===== src/design/mie_pkg.sv =====
package mie_pkg;

	localparam int DATA_WORDS = 4096;
	localparam int DM_AW = $clog2(DATA_WORDS);

	localparam logic [31:0] RST_START = 32'h0040_0000;
	localparam logic [31:0] RST_GP    = 32'h1000_8000;
	localparam logic [31:0] RST_SP    = 32'h7fff_fffc;

	localparam logic [1:0] CFG_START = 2'd0;
	localparam logic [1:0] CFG_GP    = 2'd1;
	localparam logic [1:0] CFG_SP    = 2'd2;

	localparam logic [1:0] ST_OK   = 2'd0;
	localparam logic [1:0] ST_SYS  = 2'd1;
	localparam logic [1:0] ST_UNK  = 2'd2;
	localparam logic [1:0] ST_DIV0 = 2'd3;

	localparam logic [2:0] CL_SIMPLE = 3'd0;
	localparam logic [2:0] CL_MUL    = 3'd1;
	localparam logic [2:0] CL_DIV    = 3'd2;
	localparam logic [2:0] CL_LOAD   = 3'd3;
	localparam logic [2:0] CL_STORE  = 3'd4;

	localparam logic [5:0] FN_MULT  = 6'h18;
	localparam logic [5:0] FN_MULTU = 6'h19;
	localparam logic [5:0] FN_DIV   = 6'h1a;
	localparam logic [5:0] FN_DIVU  = 6'h1b;

	typedef struct packed {
		logic [31:0] instr;
		logic [2:0]  cls;
	} item_t;

	typedef struct packed {
		logic        start;
		logic        sgn;
		logic [31:0] a;
		logic [31:0] b;
	} div_req_t;

	typedef struct packed {
		logic        done;
		logic [31:0] quo;
		logic [31:0] rem;
	} div_rsp_t;

	typedef struct packed {
		logic [31:0] nfa;
		logic        wen;
		logic [4:0]  widx;
		logic [31:0] wval;
		logic        men;
		logic [31:0] maddr;
		logic [1:0]  st;
		logic [31:0] code;
	} res_t;

endpackage


===== src/design/mie_front.sv =====
module mie_front (
	input  logic           clk,
	input  logic           arst_n,
	input  logic           busy,
	input  logic           s_tvalid,
	output logic           s_tready,
	input  logic [31:0]    s_tdata,   // instruction
	output logic           q_valid,
	output mie_pkg::item_t q_item,
	input  logic           q_pop
);

	mie_pkg::item_t ent_q [2];
	logic       wp_q, rp_q;
	logic [1:0] cnt_q;
	logic       push;
	logic [2:0] cls;
	logic [5:0] op, fn;

	assign op = s_tdata[31:26];
	assign fn = s_tdata[5:0];

	always_comb begin
		cls = mie_pkg::CL_SIMPLE;
		if (op == 6'h00) begin
			if (fn inside {mie_pkg::FN_MULT, mie_pkg::FN_MULTU}) cls = mie_pkg::CL_MUL;
			else if (fn inside {mie_pkg::FN_DIV, mie_pkg::FN_DIVU}) cls = mie_pkg::CL_DIV;
		end else if (op inside {6'h20, 6'h21, 6'h23, 6'h24, 6'h25}) begin
			cls = mie_pkg::CL_LOAD;
		end else if (op inside {6'h28, 6'h29, 6'h2b}) begin
			cls = mie_pkg::CL_STORE;
		end
	end

	assign s_tready = !busy && (cnt_q != 2'd2);
	assign push = s_tvalid && s_tready;
	assign q_valid = (cnt_q != 2'd0);
	assign q_item = ent_q[rp_q];

	always_ff @(posedge clk) begin
		if (push) begin
			ent_q[wp_q] <= '{instr: s_tdata, cls: cls};
		end
	end

	always_ff @(posedge clk or negedge arst_n) begin
		if (!arst_n) begin
			wp_q <= 1'b0;
			rp_q <= 1'b0;
			cnt_q <= 2'd0;
		end else begin
			if (push) wp_q <= ~wp_q;
			if (q_pop) rp_q <= ~rp_q;
			cnt_q <= cnt_q + {1'b0, push} - {1'b0, q_pop};
		end
	end

endmodule


===== config.mk =====
export PLATFORM = sky130hd
export DESIGN_NAME = mie_front
export DESIGN_NICKNAME = d
export VERILOG_FILES = /design/src/design/mie_pkg.sv /design/src/design/mie_front.sv
export SDC_FILE = /design/constraint.sdc
export NUM_CORES = 1
export LEC_CHECK = 0
export ABC_CLOCK_PERIOD_IN_PS = 4700
export BUFFER_PORTS_ARGS = -buffer_cell sky130_fd_sc_hd__buf_2
export CORE_ASPECT_RATIO = 0.9
export CORE_MARGIN = 3
export CORE_UTILIZATION = 50
export CTS_BUF_LIST = sky130_fd_sc_hd__clkbuf_4 sky130_fd_sc_hd__clkbuf_8
export CTS_CLUSTER_SIZE = 28
export DETAILED_ROUTE_END_ITERATION = 7
export HOLD_SLACK_MARGIN = 0.08
export PLACE_DENSITY = 0.86
export SYNTH_ARGS = -nofsm -noshare
export SYNTH_HDL_FRONTEND = slang
export SYNTH_SLANG_ARGS = --single-unit

===== constraint.sdc =====
create_clock -name clk -period 4.7 [get_ports clk]
set_clock_uncertainty 0.15 [all_clocks]
set_input_delay 0.94 -clock clk [delete_from_list [all_inputs] [get_ports clk]]
set_output_delay 0.94 -clock clk [all_outputs]
set_load 0.05 [all_outputs]

==> results of run 1 <==
[power groups by stage]
stage / Combinational, mW / Sequential, mW / Clock [mW]
2_1_floorplan: 0.835 / 0.865 / 0
3_3_place_gp: 0.857 / 0.950 / 0
3_5_place_dp: 0.866 / 0.955 / 0
4_1_cts: 0.866 / 0.941 / 0.497
5_1_grt: 0.895 / 0.954 / 0.528
6_report: 0.855 / 0.938 / 0.482
[through the flow]
stage               cells  util (%)  instance area [um^2]
finish                292     64.75                  3545
global route          292     64.75                  3545
CTS                   292     64.75                  3545
detailed placement    276     61.12                  3346
global placement      276     61.12                  3346
floorplan             140         -                  2958
[cells by family (layout without fill, tap and decap cells)]
family	after synthesis	after routing	synth area share [%]
buffers and inverters	9	94	3.046
AO/OA/AOI/OAI	5	5	1.227
AND/OR/NAND/NOR	11	11	2.242
flip-flops	74	74	74.45
multiplexers	35	35	17.00
XOR/XNOR	4	4	1.185
adder cells (fa/ha/maj)	2	2	0.8459
[layer usage]
metal | global-route usage, % | share of wire [%] | vias to the layer above
li1 | - | - | 705
met1 | 16.98 | 43 | 716
met2 | 24.81 | 47 | 64
met3 | 7.261 | 9.4 | 6
met4 | 5.607 | 0.98 | 0
met5 | 0 | 0 | -
[cell usage in the layout, fill, tap and decap left out, types with 2 or more instances in the layout]
cell / netlist / final
mux2_2: 6 / 6
edfxtp_1: 70 / 70
xnor2_1: 3 / 3
o21ai_1: 2 / 2
clkbuf_8: 0 / 9
inv_1: 5 / 5
clkinvlp_4: 0 / 2
ha_1: 2 / 2
buf_2: 0 / 73
dfrtp_1: 4 / 3
nand2b_1: 2 / 2
mux2_4: 29 / 29
inv_6: 0 / 3
[worst max-delay path, stage by stage, from the launching register on]
cell	delay [ns]
dfrtp_2	1.08
mux2_2	0.42
buf_2	0.21
[path summary, 6_finish.rpt]
path | start | depth (start not counted) | end | slack (ns)
max | rp_q | 2 | q_item[5] | 1.54
min | arst_n | 1 | cnt_q[1] | 0.25
min in group clk | cnt_q[1] | 1 | cnt_q[1] | 0.37
max reg2reg | cnt_q[1] | 3 | ent_q[0][13] | 2.69
min reg2reg | cnt_q[1] | 1 | cnt_q[1] | 0.37
max in group asynchronous | arst_n | 1 | rp_q | 4.02
[flip-flops by register name, indices dropped and copies added (netlist names)]
signal	cells
rp_q	1
wp_q	1
ent_q	70
cnt_q	2
[final cells by class]
cell class	count	area (um^2)	area share, %
Timing Repair Buffer	73	365.4	10.31
Clock buffer	9	123.9	3.495
Tap cell	67	83.83	2.365
Inverter	5	18.77	0.5295
Multi-Input combinational cell	57	674.4	19.03
Clock inverter	7	75.07	2.118
Sequential cell	74	2203	62.16
[cell usage after synthesis, drive strengths merged]
library cell  instances  area share, %
buf                   4            2.4
a21oi                 1           0.17
nand2b                2           0.42
nor2                  2           0.25
o21ai                 2           0.34
xnor2                 3           0.89
inv                   5           0.63
xor2                  1           0.30
nor4b                 1           0.30
edfxtp               70             71
mux2                 35             17
ha                    2           0.85
nor4bb                1           0.34
nand3                 1           0.17
nand2                 1           0.13
nor2b                 1           0.21
nor4                  1           0.21
dfrtp                 4            3.4
a211o                 1           0.30
and3                  1           0.21
o211ai                1           0.42
==> results.md, run 1 <==
- Wire per inst: ~16 um
- Worst hold slack: 0.2455 ns
- Relative slew slack: between 20% and 30%
- Hold Path Class: in2async
- Synthesized Nets: between 150 and 200
- Peak VDD IR: ~0.00046 V
- Final setup TNS: 0 ns
- Total track usage: around 15%
- Fill count: between 300 and 400
- CP Max Fanout: 36
- Initial DRC Count: 51
- I/O Pins: 74
- Die area: 0.006876 mm^2
- N_diodes: 0
- Area delta synth->final: 19.84%
- Overall Power: 2.275 mW
- Die Y: ~79 um
- Worst skew pair latency: about 0.33 ns
- LEAKAGE: between 1 and 1.5 nW
- Worst slew pin tran: about 1.1 ns
- Cts repair resizes: 0
- Fmax: around 0.32 GHz
- Logic pwr share: ~38%
- Routed wire length: 4692 um
- Sink Count: 74
- Via density: between 5 and 6
- Vias in the first global route: 1628
- Final setup margin: between 1.5 and 2 ns
- GRT overflow: 0
- Setup Fix Bufs, Post-CTS: 0
- DR pass1 iterations: 4
- Synth cell types: 23
- CTS root buffer: clkbuf_8
- Drc violations: 0
- Clock power frac: 21.2%
- Final Max Tran Viols: 0
- Worst endpoint required time: between 3 and 4 ns
- Sequential area share after synthesis: roughly three quarters
- Number of buffers on the longest clock path: 2
- Routed vias: about 1500
- Detailed Place HPWL: approximately 3100 um
- Final setup fails: 0
- Startpoint Class: flop
- Final Hold Fails: 0
- Initial antenna violation count: 0
- Seq cells post-synth: 74
- PD cells: 641.7 mW/mm^2
- Synth warn: 0
- Part of the power in registers: 41.2%
- Tmin final: ~3.2 ns
- First-pass GRT wire length: ~7700 um
- TritonCTS Buffers: 9
- Max-cap violations: 0
- Switching power: between 800 and 900 uW
- Final Cycle Share: about two thirds
- H-tree lvl count: 3
- Core Rows: 25
- Critical Path AT: roughly 2.1 ns
- Setup CP Type: reg2out
- Share of post-route cells with drive strength above 1: 56.44%
- Sw frac: 39.53%
- Synth Area per Inst: 21.13 um^2
- Pre-CTS setup slack: about 1.9 ns
- Final ANT Viol Nets: 0
- GP Congestion: between 0.7 and 0.8
- CP Capture Type: output pin
- Chip Width: slightly below 90 um
- Largest net degree at the start of global routing: 37
- P_int: roughly 1.4 mW
- Initial Util: ~54%
- Port buffer count: 73
- Nets@finish: between 200 and 300
- Mapped Cells: 140
- Clk slew on worst S/H paths: roughly 0.08 ns
- # hold bufs at CTS: 0
- RSZ-0062 raised after global routing: false
- Mapped cell area: 0.002958 mm^2
- CTS tree: yes
- Core footprint: approximately 0.0055 mm^2
- Run status: finished clean
Power figures use the tool's default switching activity.
==> inputs of run 2 (changes only) <==
Settings changed: ABC_CLOCK_PERIOD_IN_PS 4700 to 2600, CORE_UTILIZATION 50 to 49, PLACE_DENSITY 0.86 to 0.87.
Clock period 4.7 ns to 2.6 ns, I/O delays scaled along.
==> run 2 against run 1 <==
Combinational power increased by 98%; sequential power is 71% higher; sequential cell count unchanged; total power is 85% higher; largest cell class unchanged; largest power group is now combinational cells.
==> results.md, run 2 (synthesis results as in run 1) <==
- R2r endpoint: cnt_q[1]
- Setup CP Type: reg2out
- CP Capture Type: output pin
- Peak VDD IR: 0.0006609 V (+42%)
- Routed wire length: 4885 um (+4.1%)
- Largest register FFs: 70 (unchanged)
- DR pass1 iterations: 4 (unchanged)
- Crit path buf inv count: 2 (+1)
- PD cells: 1162 mW/mm^2 (+81%)
- Setup Fix Bufs, Post-CTS: 0 (unchanged)
- N_diodes: 0 (unchanged)
- Fill count: 410 (+9.0%)
- Area delta synth->final: 22.72%
- Final setup TNS: 0 ns (unchanged)
- Clk slew on worst S/H paths: 0.07 ns (about the same)
- Drc violations: 0 (unchanged)
- Max-cap violations: 0 (unchanged)
- Hold Startpoint: s_tdata[18]
- Startpoint Class: flop
- Final Hold Fails: 0 (unchanged)
- Core footprint: 0.005758 mm^2 (+5.2%)
- Final setup margin: 0.1881 ns (-1.352 ns)
- Die area: 0.007006 mm^2 (+1.9%)
- Reg2Reg Depth: 7 (+4)
- Initial Util: 51.37% (-2.7 points)
- CTS root buffer: clkbuf_8
- Final ANT Viol Nets: 0 (unchanged)
- Tmin final: approximately 2.4 ns
- GRT overflow: 0 (unchanged)
- Number of buffers on the longest clock path: 2 (unchanged)
- Sequence of cells on the critical path: buf_4 > mux2_4 > buf_2
- RSZ-0062 raised after global routing: false
- Reg with most FFs: ent_q
- Post-Route Utilization: 63.04% (-1.7 points)
- R2r startpoint: cnt_q[1]
- H-tree lvl count: 3 (unchanged)
- Core Rows: 26 (+4.0%)
- Final setup fails: 0 (unchanged)
- Die Y: 79.71 um (+0.94%)
- Total track usage: 15.07% (-0.032 points)
- Fmax: ~0.41 GHz
- Worst endpoint required time: 1.93 ns (-1.68 ns)
- Sink Count: 74 (unchanged)
- CTS tree: yes
- TritonCTS Buffers: 9 (unchanged)
- Vias in the first global route: 1512 (-7.1%)
- Initial DRC Count: 67 (+31%)
- Largest net degree at the start of global routing: 21 (-43%)
- Worst slew pin tran: 0.5007 ns (-0.5778 ns)
- Via density: 4.917 (-3.7%)
- Worst hold slack: 0.2220 ns (-0.02348 ns)
- Routed vias: 1485 (-0.40%)
- Commonest non-fill, non-tap cell in the layout: buf_2
- GP Congestion: 0.7126 (-2.5%)
- CP delay by family, top: flip-flops
- Chip Width: 87.90 um (+0.94%)
- Pre-CTS setup slack: 0.5342 ns (-1.349 ns)
- Wire per inst: 16.18 um (+0.67%)
- Nets@finish: 266 (+2.7%)
- Hold Path Class: in2reg
- Port buffer count: 73 (unchanged)
- LEAKAGE: 1.467 nW (+3.7%)
- Run status: finished clean
- # hold bufs at CTS: 1 (+1)
- Biggest regs: ent_q: 70 flops, cnt_q: 2 flops
- WHS Path Cells: 1
- Relative slew slack: 66.15% (+38 points)
- Detailed Place HPWL: 3513 um (+13%)
- Final Max Tran Viols: 0 (unchanged)
- CP peak stage delay: 0.59 ns (-0.49 ns)
- Cts repair resizes: 0 (unchanged)
- First-pass GRT wire length: 7534 um (-1.7%)
- Initial antenna violation count: 0 (unchanged)
- Final Cycle Share: between 90% and 100%
- CP Max Fanout: 12 (-67%)
- Hold path endpoint: ent_q[1][21]
- I/O Pins: 74 (unchanged)
- CP max stage cell: dfrtp_2
- Critical Path AT: 1.74 ns (-0.33 ns)
- Worst skew pair latency: 0.33 ns (about the same)
- Most frequent cells in the layout: buf_2 (73), edfxtp_1 (70), mux2_4 (29)
- Flop2flop setup slack: 0.87 ns (-1.82 ns)
- Share of post-route cells with drive strength above 1: 57.33% (+0.88 points)
-- run 2: cell types whose count changed in the layout (fill, tap and decap cells not counted) --
cell           previous run  this run
clkinv_2                  0         2
bufinv_16                 1         2
inv_6                     3         0
buf_12                    0         1
clkbuf_4                  0         1
dlygate4sd3_1             0         1
buf_4                     0         5
clkinvlp_4                2         1
-- run 2: worst max path at each step --
stage                     from  cells past startpoint          end
final                     rp_q                      3   q_item[13]
after global routing      rp_q                      3   q_item[12]
after CTS                 rp_q                      3   q_item[13]
after detailed placement  rp_q                      3   q_item[13]
after global placement    rp_q                      3    q_item[9]
after floorplan           busy                      2  ent_q[1][0]
-- run 2: per-stage QoR --
step | std cells | cell area, um^2 | power [mW]
CTS | 302 | 3630 | 4.275
finish | 302 | 3630 | 4.217
detailed placement | 285 | 3407 | 3.338
floorplan | 140 | 2962 | 3.072
global route | 302 | 3630 | 4.396
global placement | 285 | 3407 | 3.311
-- run 2: layout make-up --
type                            count  area [um^2]  area share [%]
Clock buffer                       10        131.4           3.619
Clock inverter                      6        81.33           2.241
Inverter                            5        18.77          0.5171
Multi-Input combinational cell     57        674.4           18.58
Sequential cell                    74         2203           60.70
Tap cell                           70        87.58           2.413
Timing Repair Buffer               80        432.9           11.93
-- run 2: power breakdown --
part           internal (mW)  switching, mW
combinational          0.580           1.11
sequential              1.49          0.104
clock                  0.544          0.385
-- run 2: routing by layer --
layer / up-vias / track usage, % / wire length, um
met1: 703 / 19.29 / 2132
li1: 713 / - / -
met4: 0 / 5.061 / 41
met2: 62 / 23.12 / 2291
met5: - / 0 / 0
met3: 7 / 6.398 / 420
==> inputs of run 3 (changes only) <==
--- a/config.mk
+++ b/config.mk
@@ -17,2 +17,3 @@
 export PLACE_DENSITY = 0.87
+export REMOVE_ABC_BUFFERS = 1
 export SYNTH_ARGS = -nofsm -noshare
==> constraint.sdc (replaced) <==
create_clock -name clk -period 2.6 [get_ports clk]
set_clock_uncertainty 0.15 [all_clocks]
set_input_delay 0.39 -clock clk [delete_from_list [all_inputs] [get_ports clk]]
set_output_delay 0.39 -clock clk [all_outputs]
set_load 0.05 [all_outputs]
==> run 3 against run 2 <==
Count of clock-buffer cells in the layout shrank 1; worst hold slack got worse by 0.12 ns; routed wire length increased by 3.8%; global-route usage increased by 0.95 points; worst setup slack better by 0.024 ns; total power grew 2.6%.
==> results.md, run 3 (synthesis results as in run 1) <==
- Core footprint: 0.005758 mm^2 (unchanged)
- Cts repair resizes: 0 (unchanged)
- Drc violations: 0 (unchanged)
- Placed Area: 0.003397 mm^2 (-0.29%)
- CP Max Fanout: 23 (+11)
- Die Y: 79.71 um (unchanged)
- H-tree lvl count: 3 (unchanged)
- Final setup TNS: 0 ns (unchanged)
- Worst slew pin tran: 0.4742 ns (-0.02651 ns)
- Crit path to: q_item[3]
- Nets@finish: 284 (+6.8%)
- Area delta synth->final: 30.08%
- Initial DRC Count: 108 (+61%)
- Flop2flop setup slack: 0.82 ns (-0.05 ns)
- Detailed Place HPWL: 3368 um (-4.1%)
- Sink Count: 74 (unchanged)
- Hold Path Class: in2reg
- Number of buffers on the longest clock path: 2 (unchanged)
- Run status: finished clean
- Total track usage: 16.02% (+0.95 points)
- Critical Path AT: 1.85 ns (+0.11 ns)
- DR pass1 iterations: 4 (unchanged)
- Fill count: 383 (-6.6%)
- Worst Setup SP: rp_q
- Worst hold slack: 0.1065 ns (-0.1155 ns)
- Initial antenna violation count: 0 (unchanged)
- Via density: 4.922 (about the same)
- GP Congestion: 0.7125 (about the same)
- Final setup margin: 0.2125 ns (+0.02442 ns)
- LEAKAGE: 1.548 nW (+5.5%)
- CP Capture Type: output pin
- GRT overflow: 0 (unchanged)
- Startpoint Class: flop
- Final setup fails: 0 (unchanged)
- Commonest non-fill, non-tap cell in the layout: buf_2
- Post-Route Utilization: 66.82% (+3.8 points)
- Routed vias: 1570 (+5.7%)
- # hold bufs at CTS: 15 (+14)
- Port buffer count: 73 (unchanged)
- Final ANT Viol Nets: 0 (unchanged)
- CTS tree: yes
- Logic pwr share: 39.4% (-0.7 points)
- Max-cap violations: 0 (unchanged)
- Die area: 0.007006 mm^2 (unchanged)
- Overall Power: 4.326 mW (+2.6%)
- Reg2Reg Depth: 4 (-3)
- Share of post-route cells with drive strength above 1: 51.81% (-5.5 points)
- First-pass GRT wire length: 8059 um (+7.0%)
- Clk slew on worst S/H paths: 0.07 ns (about the same)
- Final instance area: 0.003847 mm^2 (+6.0%)
- Tmin final: 2.387 ns (-0.02442 ns)
- Pre-CTS setup slack: 0.5569 ns (+0.02278 ns)
- Relative slew slack: 68.39% (+2.2 points)
- Wire per inst: 15.89 um (-1.8%)
- Part of the power in registers: 37.1% (-0.8 points)
- Routed wire length: 5069 um (+3.8%)
- Largest net degree at the start of global routing: 36 (+71%)
- Post-Place Cells: 282 (-1.1%)
- Initial Util: 51.37% (unchanged)
- Post-route insts no fill: 319 (+5.6%)
- Worst skew pair latency: 0.34 ns (about the same)
- Setup Fix Bufs, Post-CTS: 0 (unchanged)
- I/O Pins: 74 (unchanged)
- PD cells: 1124 mW/mm^2 (-3.2%)
- Chip Width: 87.90 um (unchanged)
- Clock power frac: 23.5% (+1.5 points)
- R2r endpoint: ent_q[1][20]
- Sw frac: 37.34% (-0.61 points)
- R2r startpoint: cnt_q[0]
- Vias in the first global route: 1666 (+10%)
- Fmax: 0.4189 GHz (+1.0%)
- CTS root buffer: clkbuf_8
- Final Cycle Share: 91.83% (-0.94 points)
- Core Rows: 26 (unchanged)
- Worst endpoint required time: 2.06 ns (+0.13 ns)
- Reg with most FFs: ent_q
- N_diodes: 0 (unchanged)
- Switching power: 1.615 mW (+0.93%)
- Biggest regs: ent_q: 70 flops, cnt_q: 2 flops
- Final Hold Fails: 0 (unchanged)
- RSZ-0062 raised after global routing: false
- TritonCTS Buffers: 9 (unchanged)
- Final Max Tran Viols: 0 (unchanged)
- Most frequent cells in the layout: buf_2 (73), edfxtp_1 (70), mux2_4 (29)
- Setup CP Type: reg2out
- P_int: 2.711 mW (+3.6%)
- Largest register FFs: 70 (unchanged)
- Peak VDD IR: 0.0006191 V (-6.3%)
-- run 3: cell types whose count changed in the layout (fill, tap and decap cells not counted), sizes merged --
cell and delta:
buf -3, bufinv +1, clkbuf -1, clkinv -1, dlygate4sd3 +21
-- run 3: worst min-delay path by stage --
stage / start / end / slack, ns / cells past startpoint
floorplan: arst_n / cnt_q[0] / -0.06 / 0
global placement: arst_n / cnt_q[1] / 0.05 / 1
detailed placement: arst_n / cnt_q[1] / 0.05 / 1
CTS: s_tdata[22] / ent_q[1][25] / 0.08 / 1
global route: s_tdata[13] / ent_q[1][16] / 0.08 / 1
finish: s_tdata[3] / ent_q[0][6] / 0.11 / 1
-- run 3: layer usage --
metal | share of wire [%] | global-route usage (%) | routed length (um) | vias to the layer above
met5 | 0 | 0 | 0 | -
li1 | - | - | - | 748
met3 | 5.2 | 5.882 | 262 | 6
met1 | 42 | 18.66 | 2148 | 762
met4 | 1.6 | 6.902 | 82 | 0
met2 | 51 | 26.51 | 2576 | 54
-- run 3: final cells by class --
type | count | area [um^2] | area share, %
well taps | 70 | 87.58 | 2.276
clock buffers | 9 | 123.9 | 3.220
flip-flops and latches | 74 | 2203 | 57.27
clock inverters | 6 | 106.4 | 2.764
multi-input cells | 57 | 674.4 | 17.53
inverters | 5 | 18.77 | 0.4878
repair buffers | 98 | 633.1 | 16.46
-- run 3: critical path: stages, from the launching register on --
cell and delay (ns):
dfrtp_2 0.64, buf_12 0.27, mux2_2 0.37, buf_2 0.22
-- run 3: power by group through the flow --
| stage | combinational [mW] | sequential (mW) | clock, mW |
|---|---|---|---|
| floorplan | 1.30 | 1.67 | 0 |
| global placement | 1.67 | 1.62 | 0 |
| detailed placement | 1.69 | 1.64 | 0 |
| CTS | 1.71 | 1.61 | 1.04 |
| global route | 1.78 | 1.63 | 1.10 |
| finish | 1.71 | 1.60 | 1.02 |
